## config.mk

```make
export PLATFORM = sky130hd
export DESIGN_NAME = line_clipper_outcode
export DESIGN_NICKNAME = d
export VERILOG_FILES = /design/src/sv/lco_pkg.sv /design/src/sv/lco_muldiv.sv /design/src/sv/line_clipper_outcode.sv
export SDC_FILE = /design/constraint.sdc
export NUM_CORES = 2
export LEC_CHECK = 0
export BUFFER_PORTS_ARGS = -buffer_cell sky130_fd_sc_hd__buf_2
export CORE_ASPECT_RATIO = 1.2
export CORE_MARGIN = 10
export CORE_UTILIZATION = 60
export DETAILED_ROUTE_END_ITERATION = 16
export GPL_ROUTABILITY_DRIVEN = 0
export PLACE_DENSITY = 0.78
export SLEW_MARGIN = 10
export SYNTH_ARGS = -nofsm -noshare
export SYNTH_HDL_FRONTEND = slang
export SYNTH_HIERARCHICAL = 1
export SYNTH_SLANG_ARGS = --single-unit
```

## constraint.sdc

```tcl
create_clock -name clk -period 26.4 [get_ports clk]
set_input_delay 2.64 -clock clk [delete_from_list [all_inputs] [get_ports clk]]
set_output_delay 2.64 -clock clk [all_outputs]
set_load 0.01 [all_outputs]
```

## src/sv/lco_pkg.sv

```systemverilog
// shared types, constants and helpers for the line clipper
// coordinate widths, payload words, window registers and outcode logic
// no dependencies
package lco_pkg;

  localparam int COORD_BITS  = 16;
  localparam int COORD_EXT_W = COORD_BITS + 1;          // a difference of two coordinates
  localparam int PROD_W      = 2 * COORD_EXT_W;         // magnitude of a product of differences
  localparam int CNT_W       = $clog2(PROD_W);
  localparam int QUOT_CAP_LG = 40;
  localparam int CAP_W       = (PROD_W > QUOT_CAP_LG + 1) ? PROD_W : QUOT_CAP_LG + 1;
  localparam int SUM_W       = CAP_W + 2;
  localparam int CFG_IDX_W   = 8;
  localparam int ROUND_W     = 3;
  localparam logic [ROUND_W-1:0] MAX_ROUNDS = ROUND_W'(4);

  typedef logic signed [COORD_BITS-1:0]  coord_t;
  typedef logic signed [COORD_EXT_W-1:0] diff_t;

  localparam coord_t COORD_MAX = coord_t'((64'd1 << (COORD_BITS - 1)) - 64'd1);
  localparam coord_t COORD_MIN = ~COORD_MAX;

  // register indexes of the configuration port
  localparam logic [CFG_IDX_W-1:0] REG_X_MIN = CFG_IDX_W'(0);
  localparam logic [CFG_IDX_W-1:0] REG_Y_MIN = CFG_IDX_W'(1);
  localparam logic [CFG_IDX_W-1:0] REG_X_MAX = CFG_IDX_W'(2);
  localparam logic [CFG_IDX_W-1:0] REG_Y_MAX = CFG_IDX_W'(3);

  // outcode bits
  localparam logic [3:0] CODE_LEFT   = 4'b0001;
  localparam logic [3:0] CODE_RIGHT  = 4'b0010;
  localparam logic [3:0] CODE_BOTTOM = 4'b0100;
  localparam logic [3:0] CODE_TOP    = 4'b1000;

  typedef enum logic [1:0] {
    VERDICT_INSIDE  = 2'd0,
    VERDICT_CLIPPED = 2'd1,
    VERDICT_REJECT  = 2'd2
  } verdict_t;

  typedef struct packed {
    coord_t start_x;
    coord_t start_y;
    coord_t end_x;
    coord_t end_y;
  } in_t;

  typedef struct packed {
    verdict_t verdict;
    coord_t   clip_start_x;
    coord_t   clip_start_y;
    coord_t   clip_end_x;
    coord_t   clip_end_y;
  } out_t;

  typedef struct packed {
    coord_t x_min;
    coord_t y_min;
    coord_t x_max;
    coord_t y_max;
  } win_t;

  // request to the shared mul/div unit: base + a*b/d
  typedef struct packed {
    logic   go;
    diff_t  a;
    diff_t  b;
    diff_t  d;
    coord_t base;
  } md_req_t;

  typedef struct packed {
    logic   done;
    coord_t result;
  } md_rsp_t;

  typedef enum logic [2:0] {
    S_IDLE,
    S_CHECK,
    S_WAIT,
    S_DONE
  } clip_state_t;

  typedef enum logic [1:0] {
    U_IDLE,
    U_MUL,
    U_DIV,
    U_FIN
  } md_state_t;

  function automatic logic [3:0] outcode(coord_t x, coord_t y, win_t w);
    logic [3:0] c;
    c = '0;
    if (y > w.y_max) c = c | CODE_TOP;
    if (y < w.y_min) c = c | CODE_BOTTOM;
    if (x > w.x_max) c = c | CODE_RIGHT;
    if (x < w.x_min) c = c | CODE_LEFT;
    return c;
  endfunction

  function automatic diff_t diff(coord_t p, coord_t q);
    return diff_t'(p) - diff_t'(q);
  endfunction

endpackage

```

## src/sv/lco_muldiv.sv

```systemverilog
// shared arithmetic unit: base + a*b/d, truncated toward zero, saturated
// a multiply step, then a restoring divide one quotient bit per cycle
// depends on lco_pkg
module lco_muldiv (
  input  logic             clk,
  input  logic             rst_n,
  input  lco_pkg::md_req_t req,
  output lco_pkg::md_rsp_t rsp
);

  localparam int EW = lco_pkg::COORD_EXT_W;
  localparam int PW = lco_pkg::PROD_W;

  lco_pkg::md_state_t state_r, state_nxt;

  lco_pkg::diff_t            a_r, b_r, d_r;
  lco_pkg::coord_t           base_r;
  logic                      neg_r;
  logic [EW-1:0]             dmag_r;
  logic [PW-1:0]             prod_r;
  logic [PW-1:0]             quot_r;
  logic [EW-1:0]             rem_r;
  logic [lco_pkg::CNT_W-1:0] cnt_r;

  logic [EW-1:0] amag, bmag;
  logic [EW:0]   rem_sh;
  logic          q_bit;

  logic        [lco_pkg::CAP_W-1:0] q_ext, q_cap;
  logic signed [lco_pkg::SUM_W-1:0] q_signed, sum;

  assign amag   = a_r[EW-1] ? (~a_r + 1'b1) : a_r;
  assign bmag   = b_r[EW-1] ? (~b_r + 1'b1) : b_r;
  assign rem_sh = {rem_r, prod_r[PW-1]};
  assign q_bit  = (rem_sh >= {1'b0, dmag_r});

  always_comb begin
    state_nxt = state_r;
    unique case (state_r)
      lco_pkg::U_IDLE: if (req.go) state_nxt = lco_pkg::U_MUL;
      lco_pkg::U_MUL:  state_nxt = lco_pkg::U_DIV;
      lco_pkg::U_DIV:  if (cnt_r == '0) state_nxt = lco_pkg::U_FIN;
      lco_pkg::U_FIN:  state_nxt = lco_pkg::U_IDLE;
      default:         state_nxt = lco_pkg::U_IDLE;
    endcase
  end

  always_ff @(posedge clk) begin
    if (!rst_n) begin
      state_r <= lco_pkg::U_IDLE;
    end else begin
      state_r <= state_nxt;
    end
  end

  always_ff @(posedge clk) begin
    unique case (state_r)
      lco_pkg::U_IDLE: begin
        if (req.go) begin
          a_r    <= req.a;
          b_r    <= req.b;
          d_r    <= req.d;
          base_r <= req.base;
        end
      end
      lco_pkg::U_MUL: begin
        prod_r <= PW'(amag) * PW'(bmag);
        dmag_r <= d_r[EW-1] ? (~d_r + 1'b1) : d_r;
        neg_r  <= (a_r[EW-1] ^ b_r[EW-1]) ^ d_r[EW-1];
        rem_r  <= '0;
        quot_r <= '0;
        cnt_r  <= lco_pkg::CNT_W'(PW - 1);
      end
      lco_pkg::U_DIV: begin
        prod_r <= {prod_r[PW-2:0], 1'b0};
        quot_r <= {quot_r[PW-2:0], q_bit};
        rem_r  <= q_bit ? EW'(rem_sh - {1'b0, dmag_r}) : rem_sh[EW-1:0];
        cnt_r  <= cnt_r - 1'b1;
      end
      lco_pkg::U_FIN: ;
      default: ;
    endcase
  end

  // clamp, sign, add to base, saturate
  always_comb begin
    q_ext = lco_pkg::CAP_W'(quot_r);
    if (dmag_r == '0) begin
      q_cap = '0;
    end else if (q_ext > (lco_pkg::CAP_W'(1) << lco_pkg::QUOT_CAP_LG)) begin
      q_cap = lco_pkg::CAP_W'(1) << lco_pkg::QUOT_CAP_LG;
    end else begin
      q_cap = q_ext;
    end
    q_signed = neg_r ? -$signed({2'b00, q_cap}) : $signed({2'b00, q_cap});
    sum      = lco_pkg::SUM_W'(base_r) + q_signed;
    if (sum > lco_pkg::SUM_W'(lco_pkg::COORD_MAX)) begin
      rsp.result = lco_pkg::COORD_MAX;
    end else if (sum < lco_pkg::SUM_W'(lco_pkg::COORD_MIN)) begin
      rsp.result = lco_pkg::COORD_MIN;
    end else begin
      rsp.result = sum[lco_pkg::COORD_BITS-1:0];
    end
    rsp.done = (state_r == lco_pkg::U_FIN);
  end

endmodule

```

## src/sv/line_clipper_outcode.sv

```systemverilog
// top level of the outcode line clipper: window registers, round sequencer
// and the shared mul/div unit that computes each edge crossing
// depends on lco_pkg and lco_muldiv
//
// usage
//   input: drive in_data with a segment and raise start; the word is taken
//   at a rising edge where start is high and busy is low. busy stays high
//   until the result has been shown.
//   output: out_valid is high for exactly one cycle with the result word on
//   out_data; the receiver must take it then, there is no stall.
//   config: cfg_valid/cfg_ready write one window register per word, index
//   0 x_min, 1 y_min, 2 x_max, 3 y_max; other indexes are dropped. cfg_ready
//   is always high; write only while busy is low.
// operation
//   one segment at a time. a segment that needs no move goes from check
//   straight to done, where out_valid is shown. each move is one pass
//   through the shared mul/div unit: issue, multiply, one divide step per
//   product bit, finish with write back. at most four moves; the bit-serial
//   divider sets how long a segment takes.
// reset
//   synchronous active-low reset returns to idle and loads the window
//   x_min = y_min = 0, x_max = y_max = max coordinate.
module line_clipper_outcode (
  input  logic                              clk,
  input  logic                              rst_n,
  input  logic                              start,
  output logic                              busy,
  input  lco_pkg::in_t                      in_data,
  output logic                              out_valid,
  output lco_pkg::out_t                     out_data,
  input  logic                              cfg_valid,
  output logic                              cfg_ready,
  input  logic [lco_pkg::CFG_IDX_W-1:0]     cfg_index,
  input  lco_pkg::coord_t                   cfg_data
);

  lco_pkg::clip_state_t state_r, state_nxt;

  // current endpoints and per-item bookkeeping
  lco_pkg::coord_t              x0_r, y0_r, x1_r, y1_r;
  logic [lco_pkg::ROUND_W-1:0]  round_r;
  lco_pkg::verdict_t            verdict_r, verdict_nxt;
  lco_pkg::win_t                win_r;

  // what the pending move writes back
  logic            mv_first_r, mv_first_nxt;   // move the first endpoint
  logic            horiz_r, horiz_nxt;         // top/bottom edge: new y is the edge
  lco_pkg::coord_t edge_r, edge_nxt;

  logic [3:0]       c0, c1, csel;
  logic             all_in, reject;
  lco_pkg::md_req_t req;
  lco_pkg::md_rsp_t rsp;
  lco_pkg::coord_t  nx, ny;

  assign cfg_ready = 1'b1;

  // window registers
  always_ff @(posedge clk) begin
    if (!rst_n) begin
      win_r.x_min <= '0;
      win_r.y_min <= '0;
      win_r.x_max <= lco_pkg::COORD_MAX;
      win_r.y_max <= lco_pkg::COORD_MAX;
    end else if (cfg_valid && cfg_ready) begin
      if (cfg_index == lco_pkg::REG_X_MIN) win_r.x_min <= cfg_data;
      if (cfg_index == lco_pkg::REG_Y_MIN) win_r.y_min <= cfg_data;
      if (cfg_index == lco_pkg::REG_X_MAX) win_r.x_max <= cfg_data;
      if (cfg_index == lco_pkg::REG_Y_MAX) win_r.y_max <= cfg_data;
    end
  end

  // outcodes of the current endpoints
  assign c0     = lco_pkg::outcode(x0_r, y0_r, win_r);
  assign c1     = lco_pkg::outcode(x1_r, y1_r, win_r);
  assign all_in = ((c0 | c1) == 4'b0000);
  assign reject = ((c0 & c1) != 4'b0000) || (round_r == lco_pkg::MAX_ROUNDS);
  assign csel   = (c0 != 4'b0000) ? c0 : c1;

  // next state
  always_comb begin
    state_nxt = state_r;
    unique case (state_r)
      lco_pkg::S_IDLE:  if (start) state_nxt = lco_pkg::S_CHECK;
      lco_pkg::S_CHECK: state_nxt = (all_in || reject) ? lco_pkg::S_DONE : lco_pkg::S_WAIT;
      lco_pkg::S_WAIT:  if (rsp.done) state_nxt = lco_pkg::S_CHECK;
      lco_pkg::S_DONE:  state_nxt = lco_pkg::S_IDLE;
      default:          state_nxt = lco_pkg::S_IDLE;
    endcase
  end

  // outputs and move setup
  always_comb begin
    busy         = (state_r != lco_pkg::S_IDLE);
    out_valid    = (state_r == lco_pkg::S_DONE);
    verdict_nxt  = verdict_r;
    mv_first_nxt = mv_first_r;
    horiz_nxt    = horiz_r;
    edge_nxt     = edge_r;
    req.go       = 1'b0;
    req.a        = lco_pkg::diff(x1_r, x0_r);
    req.b        = lco_pkg::diff(win_r.y_max, y0_r);
    req.d        = lco_pkg::diff(y1_r, y0_r);
    req.base     = x0_r;

    // pick the crossed edge: top, bottom, right, left
    priority if ((csel & lco_pkg::CODE_TOP) != 4'b0000) begin
      horiz_nxt = 1'b1;
      edge_nxt  = win_r.y_max;
    end else if ((csel & lco_pkg::CODE_BOTTOM) != 4'b0000) begin
      horiz_nxt = 1'b1;
      edge_nxt  = win_r.y_min;
      req.b     = lco_pkg::diff(win_r.y_min, y0_r);
    end else if ((csel & lco_pkg::CODE_RIGHT) != 4'b0000) begin
      horiz_nxt = 1'b0;
      edge_nxt  = win_r.x_max;
    end else begin
      horiz_nxt = 1'b0;
      edge_nxt  = win_r.x_min;
    end

    // right/left edges solve for y along x
    if (!horiz_nxt) begin
      req.a    = lco_pkg::diff(y1_r, y0_r);
      req.b    = lco_pkg::diff(edge_nxt, x0_r);
      req.d    = lco_pkg::diff(x1_r, x0_r);
      req.base = y0_r;
    end

    if (state_r == lco_pkg::S_CHECK) begin
      if (all_in) begin
        verdict_nxt = (round_r == '0) ? lco_pkg::VERDICT_INSIDE : lco_pkg::VERDICT_CLIPPED;
      end else if (reject) begin
        verdict_nxt = lco_pkg::VERDICT_REJECT;
      end else begin
        req.go       = 1'b1;
        mv_first_nxt = (c0 != 4'b0000);
      end
    end else begin
      horiz_nxt = horiz_r;
      edge_nxt  = edge_r;
    end

    out_data.verdict = verdict_r;
    if (verdict_r == lco_pkg::VERDICT_REJECT) begin
      out_data.clip_start_x = '0;
      out_data.clip_start_y = '0;
      out_data.clip_end_x   = '0;
      out_data.clip_end_y   = '0;
    end else begin
      out_data.clip_start_x = x0_r;
      out_data.clip_start_y = y0_r;
      out_data.clip_end_x   = x1_r;
      out_data.clip_end_y   = y1_r;
    end
  end

  // new endpoint from the unit result and the edge value
  assign nx = horiz_r ? rsp.result : edge_r;
  assign ny = horiz_r ? edge_r : rsp.result;

  lco_muldiv u_muldiv (
    .clk   (clk),
    .rst_n (rst_n),
    .req   (req),
    .rsp   (rsp)
  );

  always_ff @(posedge clk) begin
    if (!rst_n) begin
      state_r <= lco_pkg::S_IDLE;
    end else begin
      state_r <= state_nxt;
    end
  end

  always_ff @(posedge clk) begin
    verdict_r  <= verdict_nxt;
    mv_first_r <= mv_first_nxt;
    horiz_r    <= horiz_nxt;
    edge_r     <= edge_nxt;
    if (state_r == lco_pkg::S_IDLE && start) begin
      x0_r    <= in_data.start_x;
      y0_r    <= in_data.start_y;
      x1_r    <= in_data.end_x;
      y1_r    <= in_data.end_y;
      round_r <= '0;
    end else if (state_r == lco_pkg::S_WAIT && rsp.done) begin
      round_r <= round_r + 1'b1;
      if (mv_first_r) begin
        x0_r <= nx;
        y0_r <= ny;
      end else begin
        x1_r <= nx;
        y1_r <= ny;
      end
    end
  end

  // a result only appears while a segment is in flight
  a_valid_busy : assert property (@(posedge clk) disable iff (!rst_n)
    out_valid |-> busy)
    else $error("result strobe while idle");

  // an accepted segment keeps the block busy in the next cycle
  a_accept_busy : assert property (@(posedge clk) disable iff (!rst_n)
    (start && !busy) |=> busy)
    else $error("accepted segment did not raise busy");

  // a rejected segment reports zero coordinates
  a_reject_zero : assert property (@(posedge clk) disable iff (!rst_n)
    (out_valid && out_data.verdict == lco_pkg::VERDICT_REJECT) |->
      (out_data.clip_start_x == '0 && out_data.clip_start_y == '0 &&
       out_data.clip_end_x == '0 && out_data.clip_end_y == '0))
    else $error("rejected segment with nonzero coordinates");

  // the unit only finishes while the sequencer waits for it
  a_done_wait : assert property (@(posedge clk) disable iff (!rst_n)
    rsp.done |-> (state_r == lco_pkg::S_WAIT))
    else $error("mul/div finished outside of a move");

endmodule

```

==> metrics.md <==
| Metric | Value |
|---|---|
| Worst path max stage delay | slightly below 700 ps |
| Clock Root Buffer | clkbuf_16 |
| Mapped Nets | roughly 4600 |
| Drt pass-1 iters | 8 |
| Crit path time final | 9310 ps |
| Reg-to-reg endpoint | u_muldiv/prod_r[25] |
| #FFs+latches synth | 331 |
| Most common cell in the netlist | nand2_1 |
| Critical Path Sink Type | register |
| Synth area leader | edfxtp_1 |
| Post-DP HPWL | roughly 83000 um |
| Final worst slack | 17090 ps |
| Asr flop ratio synth | 0 |
| PortBufs | 159 |
| Worst slew margin | 0.178 |
| Global-route wire length before repair | around 170000 um |
| Via/cell ratio | 6.19 |
| GRT Util Overall | 0.312 |
| # IOs | 161 |
| R2r setup slk | 17090 ps |
| Clock buffer count from CTS | 38 |
| Post-Route WL | 108000 um |
| Share of cells above drive strength 1 | 0.0849 |
| Post-synth EDFFs | 260 |
| Cells resized by post-CTS repair | 0 |
| Most used DFF post-synth | edfxtp_1 |
| Final nets | 4737 |
| Die Y | around 290 um |
| Crit Path Category | reg2reg |
| Sequential cell area fraction in the yosys report | 0.263 |
| Ranking of synthesized cells by area | edfxtp_1 (22%), fa_1 (13%), ha_1 (13%) |
| GRT Residual Overflow | 0 |
| Cells after synthesis | 3950 |
| Unrepaired setup endpoints after global routing | false |
| Hold buffer count at cts | 0 |
| Final Hold Violating Endpoints | 0 |
| Fin crit share | 0.353 |
| Post-Place Worst Slack | 17230 ps |
| Largest net degree at the start of global routing | 79 |
| Worst hold start | win_r[57] |
| Reg clk slew, reported paths | 60 ps |
| Max FO, Critical Path | 15 |
| WHS Path Cells | 2 |
| MaxCap Viol Count | 0 |
| Detail Route Antenna Nets | 0 |
| Initial drt markers | around 3200 |
| Post-synthesis compound-gate area fraction | 0.161 |
| Clock Path Buffers | 3 |
| Post-CTS Setup Bufs | 0 |
| Routed len/inst | 22.3 um |
| Required @ worst endpoint | 26680 ps |
| Avg Cell Area, Syn | 8.89 um2 |
| Slew @ Worst Pin | 1220 ps |
| Initial antenna violation count | 4 |
| Critical Path Start Type | register |
| Final Skew | roughly 32 ps |
| DRC viols | 0 |
| Largest family of logic cells by synthesized area | adder cells |
| Post-Syn Area | 35100 um2 |
| H-tree levels | 2 |
| Min-Delay Endpoint | win_r[57] |
| Critical-path cell with the highest stage delay | xor2_1 |
| Vias in the first global route | 29026 |
| Core area | 58100 um2 |
| CTS tree | yes |
| Hold Crit Class | reg2reg |
| Status | finished, final reports clean |
| CTS sink cnt | 331 |
| Max frequency | 0.107 GHz |
| Row cnt | just under 100 |
| Starting Density | 0.604 |
| R2r startpoint | u_muldiv/b_r[0] |
| Synth Area in Simple Gates | 0.178 |
| Die width | 241 um |
| Most used cell, CP | fa_1 |
| Setup_tns | 0 ps |
| Worst-skew pair later-pin latency | 590 ps |
| Vias | 29880 |
| Die Area | just under 70000 um2 |
| Area delta synth->final | 8.06% |
| Finish-stage setup viols | 0 |
| Yosys cell types | 105 |
| Fraction of synthesized area in multiplexers | 0.0212 |
| Xor and xnor fraction of the mapped netlist area | 0.0555 |
| Synth warnings | 6 |
| Filler cells | approximately 4700 |
| Post-Synth Adder-Cell Area | 0.258 |
| Post-synth top cells | nand2_1 (566), inv_1 (444), ha_1 (356), nor2_1 (285), edfxtp_1 (260) |
| Fin. max-slew vios | 0 |
| R2R depth | 29 |
| Worst EP arrival | 9590 ps |
| Yosys top cell area share | 0.222 |
## metrics by stage
stage                     hold slack [ps]  std cells  instance area [um2]   util
after floorplan                       441       3950                35100      -
after global placement                450       4760                36700  0.632
after detailed placement              456       4760                36700  0.632
after CTS                             465       4827                38000  0.653
after global routing                  477       4828                38000  0.653
final                                 464       4831                38000  0.653
## registers in the layout (all words and copies together) (netlist names), 17 cells and up
register / cells
u_muldiv/d_r: 17
u_muldiv/a_r: 17
win_r: 64
u_muldiv/rem_r: 17
u_muldiv/quot_r: 34
u_muldiv/b_r: 17
u_muldiv/prod_r: 34
u_muldiv/dmag_r: 17
## worst max path at each step
stage | start | to | slack, ps | cells past startpoint
4_1_cts | u_muldiv/b_r[0] | u_muldiv/prod_r[25] | 17190 | 29
3_3_place_gp | u_muldiv/b_r[0] | u_muldiv/prod_r[25] | 17410 | 27
5_1_grt | u_muldiv/b_r[0] | u_muldiv/prod_r[25] | 16720 | 29
3_5_place_dp | u_muldiv/b_r[0] | u_muldiv/prod_r[25] | 17230 | 29
6_report | u_muldiv/b_r[0] | u_muldiv/prod_r[25] | 17090 | 29
2_1_floorplan | u_muldiv/b_r[0] | u_muldiv/prod_r[25] | 18110 | 28
## layer usage
| layer | GRT usage | vias up | share of wire | wire length (um) |
|---|---|---|---|---|
| met5 | 0 | - | 0.00031 | 33 |
| met4 | 0.224 | 4 | 0.086 | 9230 |
| met3 | 0.0683 | 461 | 0.091 | 9850 |
| met2 | 0.490 | 1537 | 0.45 | 48800 |
| met1 | 0.374 | 14060 | 0.37 | 40000 |
| li1 | - | 13818 | - | - |
## logic make-up (layout without fill, tap and decap cells)
logic type      count (synthesis)  in the layout
fa+ha+maj                     587            587
simple gates                 1342           1342
flops                         331            331
other cells                     1              5
xor+xnor                      221            221
mux                            73             73
compound gates                815            815
buf+inv                       580            715
## critical path, delay by kind of cell, from the launching register on
kind / cells / cell delay [ps]
fa+ha+maj: 8 / 3730
buf+inv: 4 / 400
simple gates: 7 / 1750
xor+xnor: 2 / 830
flops: 1 / 650
compound gates: 8 / 1670
## cells in the final DEF (no fill, tap or decap), drive strengths merged, types with 71 or more instances in the layout
master,count
nand2,566
inv,447
ha,356
nor2,287
edfxtp,260
fa,231
buf,203
a21oi,169
o21ai,156
and2,133
xnor2,122
xor2,99
o21a,96
dfxtp,71
## area by class of cell
| cell class | count | area [um2] | area share |
|---|---|---|---|
| multi-input cells | 3039 | 23800 | 0.626 |
| clock buffers | 46 | 1000 | 0.0264 |
| clock inverters | 21 | 223 | 0.00587 |
| well taps | 742 | 928 | 0.0245 |
| repair buffers | 203 | 1130 | 0.0297 |
| diodes | 4 | 10.0 | 0.000264 |
| flip-flops and latches | 331 | 9230 | 0.243 |
| inverters | 445 | 1670 | 0.0441 |
Power is not shown: default switching activity piles up to over one toggle a cycle in this logic, so the estimate is an artifact.
